**src/rtl/cxpc_pkg.sv**
```systemverilog
// shared types and constants of the chained xor packet cipher
package cxpc_pkg;

    // configuration register indexes
    localparam int CFG_IDX_W = 1;
    localparam logic [CFG_IDX_W-1:0] CFG_PRIVATE_KEY = 1'b0;
    localparam logic [CFG_IDX_W-1:0] CFG_DIRECTION   = 1'b1;
    localparam int CFG_DATA_W = 8;

    localparam logic [7:0] PRIVATE_KEY_RESET = 8'd50;

    // direction codes
    localparam logic DIR_ENCRYPT = 1'b0;
    localparam logic DIR_DECRYPT = 1'b1;

    // final status codes
    localparam logic [1:0] STAT_OK       = 2'd0;
    localparam logic [1:0] STAT_MISMATCH = 2'd1;
    localparam logic [1:0] STAT_OVERFLOW = 2'd2;

    typedef struct packed {
        logic [7:0] data_byte;
        logic [7:0] packet_key;
        logic       end_of_packet;
    } t_in_item;

    typedef struct packed {
        logic [7:0] out_byte;
        logic       byte_valid;
        logic       final_res;
        logic [1:0] status;
    } t_out_item;

    // operands of one chain step
    typedef struct packed {
        logic       decrypt;
        logic [7:0] data;
        logic [7:0] held_key;
        logic [7:0] private_key;
        logic [7:0] index;
        logic [7:0] prev_inner;
        logic [7:0] prev_outer;
    } t_chain_in;

    // result of one chain step and the chain values it leaves
    typedef struct packed {
        logic [7:0] res;
        logic [7:0] inner;
        logic [7:0] outer;
    } t_chain_out;

    typedef enum logic [1:0] {
        ST_IN,
        ST_FETCH,
        ST_EMIT
    } t_state;

endpackage

```
**src/rtl/cxpc_ram.sv**
```systemverilog
// generic single-write, single-read ram with registered read data
module cxpc_ram #(
    parameter int WIDTH = 8,
    parameter int DEPTH = 63
) (
    i_clk,
    i_we,
    i_waddr,
    i_wdata,
    i_re,
    i_raddr,
    o_rdata
);
    localparam int AW = (DEPTH > 1) ? $clog2(DEPTH) : 1;

    input  logic             i_clk;
    input  logic             i_we;
    input  logic [AW-1:0]    i_waddr;
    input  logic [WIDTH-1:0] i_wdata;
    input  logic             i_re;
    input  logic [AW-1:0]    i_raddr;
    output logic [WIDTH-1:0] o_rdata;

    logic [WIDTH-1:0] r_mem [DEPTH];
    logic [WIDTH-1:0] r_rdata;

    always_ff @(posedge i_clk) begin
        if (i_we) begin
            r_mem[i_waddr] <= i_wdata;
        end
        if (i_re) begin
            r_rdata <= r_mem[i_raddr];
        end
    end

    assign o_rdata = r_rdata;

endmodule

```
**src/rtl/cxpc_chain.sv**
```systemverilog
// one step of the two-stage xor chain, encrypt or decrypt
module cxpc_chain (
    i_op,
    o_res
);
    import cxpc_pkg::*;

    input  cxpc_pkg::t_chain_in  i_op;
    output cxpc_pkg::t_chain_out o_res;

    logic [7:0] step;
    logic [7:0] inner_pad;
    logic [7:0] outer_pad;
    logic [7:0] mid;

    always_comb begin
        step      = i_op.index + 8'd1;
        inner_pad = i_op.held_key + step + i_op.prev_inner;
        outer_pad = i_op.private_key + step + i_op.prev_outer;
        if (i_op.decrypt) begin
            // peel the outer layer first
            mid         = i_op.data ^ outer_pad;
            o_res.res   = mid ^ inner_pad;
            o_res.inner = mid;
            o_res.outer = i_op.data;
        end else begin
            mid         = i_op.data ^ inner_pad;
            o_res.res   = mid ^ outer_pad;
            o_res.inner = mid;
            o_res.outer = mid ^ outer_pad;
        end
    end

endmodule

```
**src/rtl/chained_xor_packet_cipher_unit.sv**
```systemverilog
// top level of the chained xor packet cipher
// Packet cipher working on one byte per beat, one packet at a time. In encrypt
// mode the payload bytes are written into a MAX_PAYLOAD-entry ram and summed;
// bytes beyond the ram size are dropped and flagged. After the beat that
// carries end_of_packet the block stalls its input while it emits the
// encrypted checksum followed by the encrypted payload: each payload byte is
// read from the ram in ST_FETCH and put through the chain step into the
// output register in ST_EMIT, and the input opens again after the last byte.
// In decrypt mode every byte is decrypted in the beat it is accepted and goes
// to the output register; a byte can enter every cycle as long as the output
// side keeps taking beats. The first decrypted byte of a packet is the
// checksum and gives no beat unless the packet is that single byte, then a
// status-only beat. The final beat of a packet carries the status: ok,
// checksum mismatch or overflow. Configuration is written through a plain
// write port: index 0 private key, index 1 direction.
module chained_xor_packet_cipher_unit #(
    parameter int MAX_PAYLOAD = 63
) (
    i_clk,
    i_rst_n,
    i_in_valid,
    o_in_stall,
    i_in_data,
    o_out_valid,
    i_out_stall,
    o_out_data,
    i_cfg_we,
    i_cfg_index,
    i_cfg_wdata
);
    import cxpc_pkg::*;

    localparam int AW  = (MAX_PAYLOAD > 1) ? $clog2(MAX_PAYLOAD) : 1;
    localparam int BCW = $clog2(MAX_PAYLOAD + 1);

    input  logic                           i_clk;
    input  logic                           i_rst_n;
    input  logic                           i_in_valid;
    output logic                           o_in_stall;
    input  cxpc_pkg::t_in_item             i_in_data;
    output logic                           o_out_valid;
    input  logic                           i_out_stall;
    output cxpc_pkg::t_out_item            o_out_data;
    input  logic                           i_cfg_we;
    input  logic [cxpc_pkg::CFG_IDX_W-1:0] i_cfg_index;
    input  logic [cxpc_pkg::CFG_DATA_W-1:0] i_cfg_wdata;

    // control and chain state
    t_state         r_state, n_state;
    logic           r_in_packet, n_in_packet;
    logic [7:0]     r_held_key, n_held_key;
    logic [BCW-1:0] r_cnt, n_cnt;
    logic [7:0]     r_sum, n_sum;
    logic [7:0]     r_pin, n_pin;
    logic [7:0]     r_pout, n_pout;
    logic [7:0]     r_idx, n_idx;
    logic [7:0]     r_sent, n_sent;
    logic           r_ovf, n_ovf;
    logic [BCW-1:0] r_pos, n_pos;

    // configuration
    logic [7:0]     r_pkey;
    logic           r_dir;

    // output register
    logic           r_out_valid, n_out_valid;
    t_out_item      r_out_data, n_out_data;

    // ram ports
    logic           ram_we;
    logic [AW-1:0]  ram_waddr;
    logic           ram_re;
    logic [AW-1:0]  ram_raddr;
    logic [7:0]     ram_rdata;

    t_chain_in      chain_op;
    t_chain_out     chain_res;

    logic           out_free;
    logic           in_acc;
    logic           first;
    logic [7:0]     sum_new;
    logic [BCW-1:0] pos_m1;
    logic           drain_last;

    cxpc_ram #(
        .WIDTH(8),
        .DEPTH(MAX_PAYLOAD)
    ) u_store (
        .i_clk  (i_clk),
        .i_we   (ram_we),
        .i_waddr(ram_waddr),
        .i_wdata(i_in_data.data_byte),
        .i_re   (ram_re),
        .i_raddr(ram_raddr),
        .o_rdata(ram_rdata)
    );

    cxpc_chain u_chain (
        .i_op (chain_op),
        .o_res(chain_res)
    );

    // output register can load when empty or being drained this cycle
    assign out_free   = !r_out_valid || !i_out_stall;
    assign o_in_stall = (r_state != ST_IN) || !out_free;
    assign in_acc     = i_in_valid && !o_in_stall;
    assign first      = !r_in_packet;
    assign pos_m1     = r_pos - BCW'(1);
    assign drain_last = (r_pos == r_cnt);

    // chain operands: the input beat in ST_IN, the stored packet while draining
    always_comb begin
        chain_op.private_key = r_pkey;
        if (r_state == ST_IN) begin
            chain_op.decrypt = r_dir;
            chain_op.data    = i_in_data.data_byte;
            if (first) begin
                chain_op.held_key   = i_in_data.packet_key;
                chain_op.index      = 8'd0;
                chain_op.prev_inner = 8'd0;
                chain_op.prev_outer = 8'd0;
            end else begin
                chain_op.held_key   = r_held_key;
                chain_op.index      = r_idx;
                chain_op.prev_inner = r_pin;
                chain_op.prev_outer = r_pout;
            end
        end else begin
            chain_op.decrypt    = DIR_ENCRYPT;
            // position zero is the checksum, the rest come from the ram
            chain_op.data       = (r_pos == '0) ? r_sum : ram_rdata;
            chain_op.held_key   = r_held_key;
            chain_op.index      = r_idx;
            chain_op.prev_inner = r_pin;
            chain_op.prev_outer = r_pout;
        end
    end

    always_comb begin
        n_state     = r_state;
        n_in_packet = r_in_packet;
        n_held_key  = r_held_key;
        n_cnt       = r_cnt;
        n_sum       = r_sum;
        n_pin       = r_pin;
        n_pout      = r_pout;
        n_idx       = r_idx;
        n_sent      = r_sent;
        n_ovf       = r_ovf;
        n_pos       = r_pos;
        n_out_valid = r_out_valid && i_out_stall;
        n_out_data  = r_out_data;
        ram_we      = 1'b0;
        ram_waddr   = r_cnt[AW-1:0];
        ram_re      = 1'b0;
        ram_raddr   = pos_m1[AW-1:0];
        sum_new     = r_sum;

        case (r_state)
            ST_IN: begin
                if (in_acc) begin
                    // a new packet starts from cleared chain state
                    if (first) begin
                        n_held_key = i_in_data.packet_key;
                        n_cnt      = '0;
                        n_sum      = 8'd0;
                        n_pin      = 8'd0;
                        n_pout     = 8'd0;
                        n_idx      = 8'd0;
                        n_ovf      = 1'b0;
                        ram_waddr  = '0;
                    end
                    n_in_packet = !i_in_data.end_of_packet;
                    if (r_dir == DIR_ENCRYPT) begin
                        if ((first ? BCW'(0) : r_cnt) < BCW'(MAX_PAYLOAD)) begin
                            ram_we = 1'b1;
                            n_cnt  = (first ? BCW'(0) : r_cnt) + BCW'(1);
                            n_sum  = (first ? 8'd0 : r_sum) + i_in_data.data_byte;
                        end else begin
                            n_ovf = 1'b1;
                        end
                        if (i_in_data.end_of_packet) begin
                            // drain restarts the chain from zero
                            n_in_packet = 1'b1;
                            n_pin       = 8'd0;
                            n_pout      = 8'd0;
                            n_idx       = 8'd0;
                            n_pos       = '0;
                            n_state     = ST_EMIT;
                        end
                    end else begin
                        n_pin = chain_res.inner;
                        n_pout = chain_res.outer;
                        n_idx = (first ? 8'd0 : r_idx) + 8'd1;
                        if (first) begin
                            n_sent = chain_res.res;
                            if (i_in_data.end_of_packet) begin
                                // checksum-only packet
                                n_out_valid           = 1'b1;
                                n_out_data.out_byte   = 8'd0;
                                n_out_data.byte_valid = 1'b0;
                                n_out_data.final_res  = 1'b1;
                                n_out_data.status     = (chain_res.res == 8'd0) ?
                                                        STAT_OK : STAT_MISMATCH;
                            end
                        end else begin
                            sum_new               = r_sum + chain_res.res;
                            n_sum                 = sum_new;
                            n_out_valid           = 1'b1;
                            n_out_data.out_byte   = chain_res.res;
                            n_out_data.byte_valid = 1'b1;
                            n_out_data.final_res  = i_in_data.end_of_packet;
                            n_out_data.status     = STAT_OK;
                            if (i_in_data.end_of_packet && (sum_new != r_sent)) begin
                                n_out_data.status = STAT_MISMATCH;
                            end
                        end
                    end
                end
            end
            ST_FETCH: begin
                // read the payload byte for the current position
                ram_re  = 1'b1;
                n_state = ST_EMIT;
            end
            ST_EMIT: begin
                if (out_free) begin
                    n_out_valid           = 1'b1;
                    n_out_data.out_byte   = chain_res.res;
                    n_out_data.byte_valid = 1'b1;
                    n_out_data.final_res  = drain_last;
                    n_out_data.status     = (drain_last && r_ovf) ? STAT_OVERFLOW : STAT_OK;
                    n_pin                 = chain_res.inner;
                    n_pout                = chain_res.outer;
                    n_idx                 = r_idx + 8'd1;
                    if (drain_last) begin
                        n_in_packet = 1'b0;
                        n_state     = ST_IN;
                    end else begin
                        n_pos   = r_pos + BCW'(1);
                        n_state = ST_FETCH;
                    end
                end
            end
            default: begin
                n_state = ST_IN;
            end
        endcase
    end

    always_ff @(posedge i_clk) begin
        if (!i_rst_n) begin
            r_state     <= ST_IN;
            r_in_packet <= 1'b0;
            r_held_key  <= 8'd0;
            r_cnt       <= '0;
            r_sum       <= 8'd0;
            r_pin       <= 8'd0;
            r_pout      <= 8'd0;
            r_idx       <= 8'd0;
            r_sent      <= 8'd0;
            r_ovf       <= 1'b0;
            r_pos       <= '0;
            r_out_valid <= 1'b0;
        end else begin
            r_state     <= n_state;
            r_in_packet <= n_in_packet;
            r_held_key  <= n_held_key;
            r_cnt       <= n_cnt;
            r_sum       <= n_sum;
            r_pin       <= n_pin;
            r_pout      <= n_pout;
            r_idx       <= n_idx;
            r_sent      <= n_sent;
            r_ovf       <= n_ovf;
            r_pos       <= n_pos;
            r_out_valid <= n_out_valid;
        end
    end

    // output payload needs no reset
    always_ff @(posedge i_clk) begin
        r_out_data <= n_out_data;
    end

    // configuration registers
    always_ff @(posedge i_clk) begin
        if (!i_rst_n) begin
            r_pkey <= PRIVATE_KEY_RESET;
            r_dir  <= DIR_ENCRYPT;
        end else if (i_cfg_we) begin
            case (i_cfg_index)
                CFG_PRIVATE_KEY: r_pkey <= i_cfg_wdata[7:0];
                CFG_DIRECTION:   r_dir  <= i_cfg_wdata[0];
                default:         r_pkey <= r_pkey;
            endcase
        end
    end

    assign o_out_valid = r_out_valid;
    assign o_out_data  = r_out_data;

endmodule

```
**config.mk**
```make
export PLATFORM = sky130hd
export DESIGN_NAME = chained_xor_packet_cipher_unit
export DESIGN_NICKNAME = d
export VERILOG_FILES = /design/src/rtl/cxpc_pkg.sv /design/src/rtl/cxpc_ram.sv /design/src/rtl/cxpc_chain.sv /design/src/rtl/chained_xor_packet_cipher_unit.sv
export SDC_FILE = /design/constraint.sdc
export NUM_CORES = 1
export LEC_CHECK = 0
export ABC_AREA = 1
export CAP_MARGIN = 10
export CORE_ASPECT_RATIO = 0.6
export CORE_UTILIZATION = 30
export CTS_CLUSTER_SIZE = 16
export DETAILED_ROUTE_END_ITERATION = 6
export DONT_BUFFER_PORTS = 1
export PLACE_DENSITY_LB_ADDON = 0.05
export SYNTH_ARGS = -nofsm -noshare
export SYNTH_HDL_FRONTEND = slang
export SYNTH_HIERARCHICAL = 1
export SYNTH_SLANG_ARGS = --single-unit
```
**constraint.sdc**
```tcl
create_clock -name i_clk -period 13.8 [get_ports i_clk]
set_input_delay 0.69 -clock i_clk [delete_from_list [all_inputs] [get_ports i_clk]]
set_output_delay 0.69 -clock i_clk [all_outputs]
set_load 0.02 [all_outputs]
```
; Yosys cells after proc, flatten, opt, wreduce, memory -nomap -nowiden
; Memories as Yosys holds them, arrays and structs flattened. A register that Yosys moved wholly into a read port is not among the register bits.
; Index checks and enable logic that the tools add are counted.
[word_totals]
regBits = 86
ramBits = 504
output_inout_bits = 14
mem_count = 1
[classes]
addsub = 12
n_lt_le_gt_ge = 1
eq_ne = 13
n_mux = 74
bitwise_logic = 6
n_reduce_logical = 26
[memory_table]
columns = memory, depth, word_bits, rd, rd_clocked_by_memory_dff, write_ports, line_no
row1 = u_store.r_mem, 63, 8, 1, 1, 1, cxpc_ram.sv:24  ; logic [WIDTH-1:0] r_mem [DEPTH];
[ops]
columns = operator, n
row1 = $mux 8, 19
row2 = $mux 24, 3
row3 = $mux 12, 5
row4 = $mux 6, 10
row5 = $add 8x8->8, 6
row6 = $pmux 8 s2, 3
row7 = $xor 8x8->8, 4
row8 = $add 8x1->8 const B, 3
row9 = $pmux 12 s2, 1
row10 = $mux 1, 23
row11 = $mux 17, 1
row12 = $reduce_and 4->1, 4
row13 = $ne 2x2->1 const B, 7
row14 = $add 6x1->6 const B, 2
row15 = $pmux 6 s2, 1
row16 = $mux 2, 5
row17 = $logic_not 8->1, 1
row18 = $ne 8x8->1, 1
row19 = $eq 6x6->1, 1
row20 = $logic_not 6->1, 1
row21 = $lt 6x6->1 const B, 1
row22 = $pmux 2 s3, 1
row23 = $reduce_and 2->1, 3
row24 = $reduce_and 6->1, 1
row25 = other kinds (14), 25

; Depth between registers and ports, before layout
; Gate-level depths: netlist of the first run.
[logic_depth]
word_depth = 16
mapped_depth = 31
mapped_depth_nobuf = 30

; Modules after synthesis
; Netlist of the first run, hierarchy kept.
[modules_own_cells]
columns = module, instances, cells_each, area_per_inst_um2, seq_area_each_um2
row1 = cxpc_ram, 1, 1790, 20971.4, 15374.7
row2 = chained_xor_packet_cipher_unit, 1, 824, 5501.5, 1841.8
row3 = cxpc_chain, 1, 239, 1551.5, 0.0

; Worst setup path before layout of the first run
; OpenSTA, ideal clock, no wires.
[synth_path]
path_kind = register to register
start = reg r_state[1]
end = reg r_out_data (netlist bit o_out_data[0]) (data pin)
setup_time_ns = 0.256
arrival_time_ns = 4.674
required_ns = 13.544
slack_ns = 8.870
stages_incl_launch_ff = 29
path_buffers = 1
synth_period_minus_slack_ns = 4.930
path_cell_list = dfxtp_1 > nor2_4 > clkinv_1 > nor2_1 > clkbuf_1 > nor2_1 > ha_1 > fa_1 > ha_1 > inv_1 > fa_1 > o21ai_1 > xor2_1 > inv_1 > nand2_1 > nand2_1 > nand2_1 > nand2_1 > ha_1 > nand2_1 > inv_1 > a21oi_1 > nand3_1 > nand3_1 > nand2_1 > nor2_1 > nand2_1 > nand2_1 > nand2_1
[synth_lines]
columns = element, line_no
row1 = from (decl), chained_xor_packet_cipher_unit.sv:49  ; t_state r_state, n_state;
row2 = from (signal assigned), chained_xor_packet_cipher_unit.sv:267  ; r_state <= n_state;
row3 = to (signal assigned), chained_xor_packet_cipher_unit.sv:284  ; r_out_data <= n_out_data;
row4 = to (decl), chained_xor_packet_cipher_unit.sv:67  ; t_out_item r_out_data, n_out_data;

==> results of run 1 <==
## synthesized netlist by cell type, drive strengths merged
master  number  share of area [%]
nand2      879                 12
a211oi       9               0.24
a21oi       75                1.4
o21ai       73                1.3
clkbuf      36               0.48
nor3        17               0.30
dfxtp       74                5.3
nand3      505                9.1
o211ai      13               0.35
a31oi       10               0.22
nor4         4              0.089
nand4       20               0.47
inv        190                2.6
xnor2       18               0.56
fa          18                1.3
clkinv       2              0.027
o31ai        1              0.027
a21o         1              0.027
a221oi       1              0.031
edfxtp     524                 56
nor3b        1              0.027
o221ai       1              0.031
o21a         1              0.027
buf        105                2.4
o22ai        3              0.067
o21bai       1              0.027
xnor3        1              0.080
ha          33                1.5
nand3b       5               0.13
a31o         1              0.031
xor2        32                1.0
nor2       198                2.9
and2         1              0.022
## power by group through the flow
stage	Combinational, W	Sequential [W]	Clock, W
6_report	0.00115	0.00203	0.00176
3_5_place_dp	0.00114	0.00207	0
5_1_grt	0.00127	0.00203	0.00188
2_1_floorplan	0.000754	0.00206	0
4_1_cts	0.00114	0.00203	0.00182
3_3_place_gp	0.00114	0.00207	0
## placed cells by master, fill, tap and decap left out, drive strengths merged, types with 33 or more instances in the layout
cell / Yosys / routed
ha: 33 / 33
inv: 190 / 192
a21oi: 75 / 75
edfxtp: 524 / 524
nor2: 198 / 198
nand2: 879 / 879
nand3: 505 / 505
o21ai: 73 / 73
clkbuf: 36 / 90
dfxtp: 74 / 74
## worst max-delay path, cell delays in order, from the launching register on
cell      delay [ns]
dfxtp_1         0.38
nor2_4          0.33
clkinv_1        0.36
nor2_2          0.16
buf_4           0.37
nor2_1          0.20
ha_1            0.42
fa_1            0.51
ha_1            0.18
inv_1           0.07
fa_1            0.47
xnor2_1         0.36
xnor2_1         0.18
xor2_1          0.38
ha_1            0.40
nand2_1         0.13
nand2_1         0.09
nand2_1         0.12
nand4_1         0.13
nand3b_1        0.11
nand2_1         0.07
nor2_1          0.11
nand2_1         0.06
nand2_1         0.06
nand2_1         0.05
## how the worst max path moves through the flow
stage,from,end,slack (ns),cells past startpoint
floorplan,r_state[1],o_out_data[0],8.87,28
finish,r_state[1],o_out_data[0],7.83,24
detailed placement,r_state[1],o_out_data[0],7.89,24
global route,r_state[1],o_out_data[0],7.35,29
CTS,r_state[1],o_out_data[0],7.90,24
global placement,r_state[1],o_out_data[0],7.96,28
## registers in the layout, indices dropped and copies added (netlist names), 8 cells and up
signal and flops:
u_store/r_mem 504, r_pout 8, r_sum 8, r_idx 8
o_out_data 12, r_held_key 8, r_sent 8, r_pkey 8
u_store/o_rdata 8, r_pin 8
## kinds of logic (layout without fill, tap and decap cells)
family,count (synthesis),after routing
fa+ha+maj,51,51
flops,598,598
other cells,0,2
compound gates,190,190
simple gates,1630,1630
buf+inv,333,330
xor+xnor,51,51
## stage by stage
stage	utilization, %	power, W
2_1_floorplan	-	0.00281
4_1_cts	33.7	0.00499
6_report	33.7	0.00493
3_5_place_dp	31.5	0.00321
3_3_place_gp	31.5	0.00321
5_1_grt	33.7	0.00518
## final cells by class
type | instances | area (um2) | area share [%]
Sequential cell | 598 | 17200 | 55.4
Clock inverter | 28 | 262 | 0.842
Tap cell | 1232 | 1540 | 4.96
Clock buffer | 90 | 1830 | 5.89
Inverter | 192 | 743 | 2.39
Multi-Input combinational cell | 1922 | 9310 | 30.0
Antenna cell | 2 | 5.00 | 0.0161
Timing Repair Buffer | 20 | 163 | 0.523
## metal layers
| metal | track usage (%) | part of all wire, % | up-vias |
|---|---|---|---|
| li1 | - | - | 9602 |
| met1 | 32.4 | 53 | 9918 |
| met2 | 25.0 | 37 | 599 |
| met3 | 5.67 | 7.9 | 97 |
| met4 | 3.90 | 1.4 | 0 |
| met5 | 0 | 0 | - |
==> results.toml, run 1 <==
[hold_path]
min_from = "i_in_data[10]"
whs_path_depth = 0
hold_path.class = "primary input to flop"
min_delay_worst_endpoint = "u_store/r_mem[56][1]"

[routing]
drt_first_pass_iters = 5
post_drt_wl_per_cell_um = 23.0
antenna_left = 0
drt_iter0_drc = 1635
drc = 0
wirelength_um = 93900
vias = 20200
routed_via_density = 4.95

[cts]
clk_latency_ns = 0.65
post_cts_resized = 0
root_buffer = "clkbuf_16"
cts.sinks = 598
clock_path_buffers = 3
cts_buffers = 66
cts_tree = "built"
post-cts-setup-buffer-count = 0
h-tree-depth = 3
cts_hold_buffers = 0
clkTransAtPathRegs_ns = 0.06

[global_route]
grt_pass1_wl_um = 136000
gr-usage-all-layers_pct = 19.9
antenna_found_initial = 5
grt.overflow.total = 0
grt_max_degree = 138
grt_pass1_vias = 19000

[layout]
layout.cells.non_filler = 4084
final_nets = 2882
fillCellCount = 9487
drive_gt1_share_pct = 5.30
syn_to_final_growth_pct = 10.9
stdcell_area_mm2 = 0.0311

[logic_synthesis]
synth-seq-cells = 598
synth-compound-area-share_pct = 3.76
yosysWarningCount = 6
synth_top_family_by_area = "simple AND/OR/NAND/NOR gates"
synth_seq_area_share_pct = 61.4
syn_inst = 2853
synth-simple-area-share_pct = 25.0
yosysUniqueCellTypes = 49
synthXorXnorAreaFrac_pct = 1.64
muxShareOfSynthArea_pct = 0
syn_area_mm2 = 0.0280
syn-num-nets = 2935
synth.avg_cell_area_um2 = 9.82
synth_fa_ha_area_share_pct = 2.76

[power]
leakage_nw = 11.5
p_int_w = 0.00328
seqPwrFrac_pct = 41.1
p_switching_w = 0.00165
p_comb_share_pct = 23.3
p_sw_share_pct = 33.4
pwr-share-clk_pct = 35.6
powerDensity_mw_per_mm2 = 159
peakVddDrop_mv = 0.0875

[placed_design]
portBuffers = 0
preCtsSetupSlack_ns = 7.89
dpl.hpwl_um = 59900
placed_cell_area_mm2 = 0.0290
gp_congestion = 0.852
dpl.cell_count = 3964

[timing]
worstMarginPinSlew_ns = 1.15
fin_crit_sh_pct = 43.2
setup-tns-final_ns = 0
finClkSkew_ns = 0.0248
setup_viol = 0
setup_ws_ns = 7.83
rsz0062_at_grt = "no"
max_freq_mhz = 168
hold_violations = 0
whs_ns = 0.134
drv_slew = 0
period_minus_slack_ns = 5.97
slew_headroom_pct = 22.3

[setup_path]
rr_worst_depth = 24
crit_arrival_ns = 6.37
crit_required_ns = 14.20
regToRegSetupSlack_ns = 7.83
path_class = "flop to flop"
reg2reg_to = "o_out_data[0]"
reg2reg_from = "r_state[1]"
crit_path_start_kind = "flop"
crit_fanout = 40
setup.worst_path.end_class = "flop"

[die]
ios = 45
dieArea_mm2 = 0.0947
die_w_um = 397
die_y_um = 239
start_util_pct = 30.4
core_area_mm2 = 0.0921
row_count = 86

[run]
drv_cap = 0

[run_status]
status = "complete, no violations"
No activity file was read; power rests on OpenSTA's default activity.
==> inputs of run 2 (changes only) <==
--- a/config.mk
+++ b/config.mk
@@ -5,7 +5,7 @@
 export SDC_FILE = /design/constraint.sdc
 export NUM_CORES = 1
 export LEC_CHECK = 0
-export ABC_AREA = 1
+export ABC_AREA = 0
 export CAP_MARGIN = 10
 export CORE_ASPECT_RATIO = 0.6
 export CORE_UTILIZATION = 30
==> constraint.sdc (replaced) <==
create_clock -name i_clk -period 4.82 [get_ports i_clk]
set_input_delay 0.241 -clock i_clk [delete_from_list [all_inputs] [get_ports i_clk]]
set_output_delay 0.241 -clock i_clk [all_outputs]
set_load 0.02 [all_outputs]
==> run 2 against run 1 <==
Critical path depth is 4 lower. Clock power grew to 2.8 times the previous value. Sequential share of layout area down 2.0 points. Via count decreased by 20%. Final cell count fell by 22%. Total power up 150%. Critical endpoint unchanged.
==> results.toml, run 2 <==
[run_status]
status = "complete, no violations"

[setup_path]
reg2reg_to = "o_out_data[0]"
crit_fanout = 9
setup.worst_path.end_class = "flop"
path_class = "flop to flop"
crit_path_start_kind = "flop"
rr_worst_depth = 20
crit_arrival_ns = 5.31
regToRegSetupSlack_ns = 0.0008
crit_required_ns = 5.31
reg2reg_from = "r_state[1]"

[logic_synthesis]
syn_area_mm2 = 0.0267
yosysWarningCount = 6
syn_inst = 1765
netlist_top_cells_count = "edfxtp_1, nor2_1, mux4_2"
async_reset_ff_share_pct = 0
synth_seq_area_share_pct = 64.5
yosysMostFrequentCell = "edfxtp_1"
synth_edf_count = 524
synth-seq-cells = 598
synthFlopType = "edfxtp_1"
synth_top_area_share_pct = 58.9
yosysUniqueCellTypes = 78
synth_area_leader_cell = "edfxtp_1"
ys_top_cells_by_area = "edfxtp_1, mux4_2, dfxtp_1"
syn-num-nets = 1847
synth.avg_cell_area_um2 = 15.1

[power]
leakage_nw = 11.0
pwr-share-clk_pct = 39.7
peakVddDrop_mv = 0.310
powerDensity_mw_per_mm2 = 382
seqPwrFrac_pct = 46.5
p_switching_w = 0.00309
finalPower_w = 0.0123
p_comb_share_pct = 13.8
p_int_w = 0.00922
p_sw_share_pct = 25.1

[cts]
clk_latency_ns = 0.65
cts.sinks = 598
h-tree-depth = 2
cts_tree = "built"
clkTransAtPathRegs_ns = 0.07
cts_buffers = 60
clock_path_buffers = 3
root_buffer = "clkbuf_16"

[timing]
max_freq_mhz = 208
rsz0062_at_grt = "yes"
period_minus_slack_ns = 4.82
setup-tns-final_ns = 0
hold_violations = 0
setup_viol = 0
drv_slew = 0
slew_headroom_pct = 29.1
fin_crit_sh_pct = 100
worstMarginPinSlew_ns = 1.06
whs_ns = 0.0592
finClkSkew_ns = 0.0283

[layout]
largest_register_ffs = 504
largest_register = "u_store/r_mem"
syn_to_final_growth_pct = 20.8
mostFrequentLayoutCells = "edfxtp_1, buf_4, nor2_1, mux4_2, nand2_1"
fin_util_pct = 36.7
drive_gt1_share_pct = 25.5
final_nets = 2055
mostFrequentLayoutCell = "edfxtp_1"

[run]
drv_cap = 0

[hold_path]
hold_path.class = "primary input to flop"
whs_path_depth = 4
min_from = "i_in_data[10]"
min_delay_worst_endpoint = "r_sum[1]"

[die]
dieArea_mm2 = 0.0902
row_count = 84
start_util_pct = 30.4
die_y_um = 233
ios = 45
core_area_mm2 = 0.0879
die_w_um = 387

[routing]
drt_first_pass_iters = 5
vias = 16100
post_drt_wl_per_cell_um = 26.5
drt_iter0_drc = 1372
routed_via_density = 5.06
wirelength_um = 84300
antenna_left = 0
drc = 0

[global_route]
grt.overflow.total = 0
gr-usage-all-layers_pct = 18.7
antenna_found_initial = 16
grt_max_degree = 76
grt_pass1_wl_um = 120000
grt_pass1_vias = 15700

[placed_design]
dpl.hpwl_um = 54800
gp_congestion = 0.816
portBuffers = 0
[run 2: cell count changes in the layout (fill, tap and decap cells not counted), moves of 18 or more]
cell / before / now
o21ai_0: 69 / 38
nor2_1: 187 / 131
nand2_1: 867 / 123
mux4_2: 0 / 128
nor2b_1: 0 / 38
xnor2_1: 18 / 42
buf_4: 19 / 181
nand3_1: 502 / 55
inv_1: 179 / 39
mux2_2: 0 / 24
dlygate4sd3_1: 0 / 45
xor2_1: 30 / 12
mux2i_1: 0 / 52
[run 2: worst max-delay path, stage by stage, from the launching register on]
cell       delay (ns)
dfxtp_1          0.32
or2_4            0.26
nor2_4           0.10
buf_12           0.14
buf_12           0.13
buf_4            0.15
mux2_2           0.38
fa_1             0.46
ha_1             0.31
buf_4            0.13
nand2_1          0.05
o211ai_1         0.18
a21oi_2          0.10
xnor2_2          0.24
xnor2_2          0.14
ha_1             0.35
buf_4            0.17
xnor2_1          0.15
a2111oi_2        0.53
nor4_4           0.12
a41oi_2          0.24
[run 2: logic make-up after synthesis]
| group | share of synthesized area (%) |
|---|---|
| DFF | 64.5 |
| xor gates and xnor gates | 2.55 |
| muxes | 13.8 |
| and+or+nand+nor | 8.12 |
| AOI/OAI and AO/OA | 5.74 |
| adders and majority gates | 2.90 |
| buffers and inverters | 2.41 |
[run 2: cell type report]
class | instances | area (um2)
flip-flops and latches | 598 | 17200
fillers | 8333 | 55600
clock inverters | 39 | 402
inverters | 43 | 171
well taps | 1161 | 1450
multi-input cells | 1030 | 9240
repair buffers | 240 | 2150
clock buffers | 71 | 1620
diodes | 2 | 5.00
[run 2: stage by stage]
step / setup WS, ns / area (um2) / cells
3_5_place_dp: -0.537 / 29100 / 3006
2_1_floorplan: 0.0198 / 26700 / 1765
5_1_grt: -0.166 / 32200 / 3182
3_3_place_gp: -0.414 / 29100 / 3006
4_1_cts: -0.0454 / 32000 / 3177
6_report: 0.000755 / 32300 / 3184
[run 2: routing by layer]
metal / global-route usage [%] / part of all wire (%) / wire (um)
met1: 31.1 / 54 / 45500
met2: 24.3 / 38 / 32400
met3: 3.59 / 6.1 / 5160
met4: 3.29 / 1.4 / 1170
met5: 0 / 0.059 / 50
[run 2: timing repair]
action                                  CTS  global route
endpoints found under the setup margin    5             5
pin swaps                                17            19
hold endpoints to repair                547             0
hold buffers                             53             0
resized for setup                        32            31
buffers inserted                          8             5
[run 2: power groups by stage]
stage               registers, W  logic (W)  clock network [W]
floorplan                0.00582   0.000814                  0
global placement         0.00584    0.00138                  0
detailed placement       0.00583    0.00138                  0
CTS                      0.00572    0.00161            0.00504
global route             0.00573    0.00183            0.00525
finish                   0.00573    0.00170            0.00488
[run 2: worst max-delay path by stage]
stage / from / endpoint / cells after the start
after global routing: r_state[1] / o_out_data[0] / 23
final: r_state[1] / o_out_data[0] / 20
after floorplan: r_state[0] / o_out_data[0] / 21
after global placement: r_state[1] / o_out_data[0] / 20
after CTS: r_state[1] / o_out_data[0] / 21
after detailed placement: r_state[1] / o_out_data[0] / 20
==> inputs of run 3 (changes only) <==
--- a/config.mk
+++ b/config.mk
@@ -12,7 +12,7 @@
 export CTS_CLUSTER_SIZE = 16
 export DETAILED_ROUTE_END_ITERATION = 6
 export DONT_BUFFER_PORTS = 1
-export PLACE_DENSITY_LB_ADDON = 0.05
+export PLACE_DENSITY_LB_ADDON = 0.1
 export SYNTH_ARGS = -nofsm -noshare
 export SYNTH_HDL_FRONTEND = slang
 export SYNTH_HIERARCHICAL = 1
==> run 3 against run 2 <==
Final cell count rose by 0.35%. Combinational power rose by 6%. Flip-flop and latch count did not move. Worst hold slack got worse by 0.0084 ns. Critical path type unchanged. Critical endpoint unchanged. Largest power group unchanged. Highest routed layer unchanged.
==> results.toml, run 3 (synthesis gave the netlist of run 2 again) <==
[run_status]
status = "complete, no violations"

[layout]
layout.area.seq_mm2 = 0.0172
syn_to_final_growth_pct = 21.0
multi_input_area_mm2 = 0.00938
mostFrequentLayoutCell = "edfxtp_1"
drive_gt1_share_pct = 26.1
fin_util_pct = 36.8
largest_register = "u_store/r_mem"
final_nets = 2068
mostFrequentLayoutCells = "edfxtp_1, buf_4, mux4_2, nor2_1, nand2_1"
largest_register_ffs = 504
fillCellCount = 8330

[timing]
whs_ns = 0.0509
setup_ws_ns = 0.0324
fin_crit_sh_pct = 99.3
period_minus_slack_ns = 4.79
worstMarginPinSlew_ns = 1.05
drv_slew = 0
finClkSkew_ns = 0.0189
max_freq_mhz = 209
setup_viol = 0
rsz0062_at_grt = "yes"
slew_headroom_pct = 29.3
hold_violations = 0

[routing]
routed_via_density = 5.08
wirelength_um = 83100
drt_first_pass_iters = 5
drt_iter0_drc = 1589
antenna_left = 0
vias = 16200
post_drt_wl_per_cell_um = 26.0
drc = 0

[die]
dieArea_mm2 = 0.0902
die_y_um = 233
row_count = 84
start_util_pct = 30.4
ios = 45
die_w_um = 387
core_area_mm2 = 0.0879

[cts]
cts_tree = "built"
cts_buffers = 57
clkTransAtPathRegs_ns = 0.07
cts.sinks = 598
clk_latency_ns = 0.63
clock_path_buffers = 3
h-tree-depth = 2
root_buffer = "clkbuf_16"

[run]
drv_cap = 0

[setup_path]
max_stage_delay_ns = 0.56
cpMostUsedCell = "buf_4"
crit_chain = "or2_4, nor2_4, buf_12, nor2b_4, ha_4, xor2_4, fa_1, inv_2, fa_2, buf_6, xor2_1, buf_4, xor2_2, xnor2_2, buf_4, buf_4, nor4_4, nand2_2, a211oi_2, o311ai_1, nor4_2, a41oi_1"
regToRegSetupSlack_ns = 0.03
path_buf_inv = 6
cp.depth = 22
crit_fanout = 6
cp_top_family = "adder cells"
slowest_stage = "fa_1"
reg2reg_from = "r_state[1]"
reg2reg_to = "o_out_data[0]"
crit_arrival_ns = 5.13
rr_worst_depth = 22
setup.worst_path.end_class = "flop"
path_class = "flop to flop"
crit_path_start_kind = "flop"
crit_required_ns = 5.16

[global_route]
antenna_found_initial = 14
grt_pass1_wl_um = 117000
grt.overflow.total = 0
gr-usage-all-layers_pct = 18.2
grt_pass1_vias = 15600
grt_max_degree = 65

[hold_path]
min_delay_worst_endpoint = "r_sum[0]"
min_from = "i_in_data[9]"
hold_path.class = "primary input to flop"
whs_path_depth = 5

[placed_design]
portBuffers = 0
gp_congestion = 0.863
dpl.hpwl_um = 54400
preCtsSetupSlack_ns = -0.503

[power]
peakVddDrop_mv = 0.267
leakage_nw = 11.0
powerDensity_mw_per_mm2 = 372
run 3: changes by cell type in the layout (fill, tap and decap cells not counted), sizes merged:
| cell | before | now |
|---|---|---|
| bufinv | 8 | 4 |
| clkinvlp | 1 | 4 |
| clkinv | 29 | 25 |
| buf | 195 | 211 |
run 3: final cells by class:
| type | count | share of cell area [%] |
|---|---|---|
| inverters | 43 | 0.531 |
| clock inverters | 34 | 0.852 |
| diodes | 2 | 0.0155 |
| repair buffers | 256 | 7.03 |
| multi-input cells | 1030 | 29.1 |
| flip-flops and latches | 598 | 53.3 |
| well taps | 1161 | 4.50 |
| clock buffers | 71 | 4.71 |
run 3: through the flow:
step / setup TNS, ns / instance area (um2) / std cells / total power [W]
2_1_floorplan: 0 / 26700 / 1765 / 0.00663
3_3_place_gp: -0.799 / 29200 / 3017 / 0.00725
3_5_place_dp: -0.936 / 29200 / 3017 / 0.00725
4_1_cts: -0.0796 / 32100 / 3189 / 0.0120
5_1_grt: -0.266 / 32300 / 3194 / 0.0124
6_report: 0 / 32300 / 3195 / 0.0120
run 3: tightest hold or removal path, stage by stage:
cell     delay, ns
ha_1          0.12
a22oi_1       0.07
nor2_1        0.09
a21oi_1       0.04
nor2_1        0.07
run 3: timing repair:
action | in CTS | in global routing
hold buffers | 53 | 0
setup buffers | 16 | 5
pin swaps | 38 | 21
endpoints found under the setup margin | 3 | 5
hold endpoints to repair | 535 | 0
gates resized for setup | 59 | 32
run 3: routing by layer:
metal  up-vias  GRT usage, %  part of all wire (%)  routed length (um)
met5         -             0                 0.063                  52
met4         8          2.96                   1.1                 950
met3        82          4.04                   7.3                6040
met2       448          22.5                    37               30700
met1      8455          31.1                    55               45300
li1       7238             -                     -                   -
run 3: worst max-delay path by stage:
stage               start       endpoint  slack (ns)
3_3_place_gp   r_state[1]  o_out_data[0]       -0.44
3_5_place_dp   r_state[1]  o_out_data[0]       -0.50
2_1_floorplan  r_state[0]  o_out_data[0]        0.02
4_1_cts        r_state[0]  o_out_data[0]       -0.08
6_report       r_state[1]  o_out_data[0]        0.03
5_1_grt        r_state[1]       r_sum[7]       -0.10
run 3: where the power goes:
| group | switching, W | internal, W |
|---|---|---|
| clock network | 0.00202 | 0.00245 |
| logic | 0.00100 | 0.000806 |
| registers | 0.0000471 | 0.00568 |
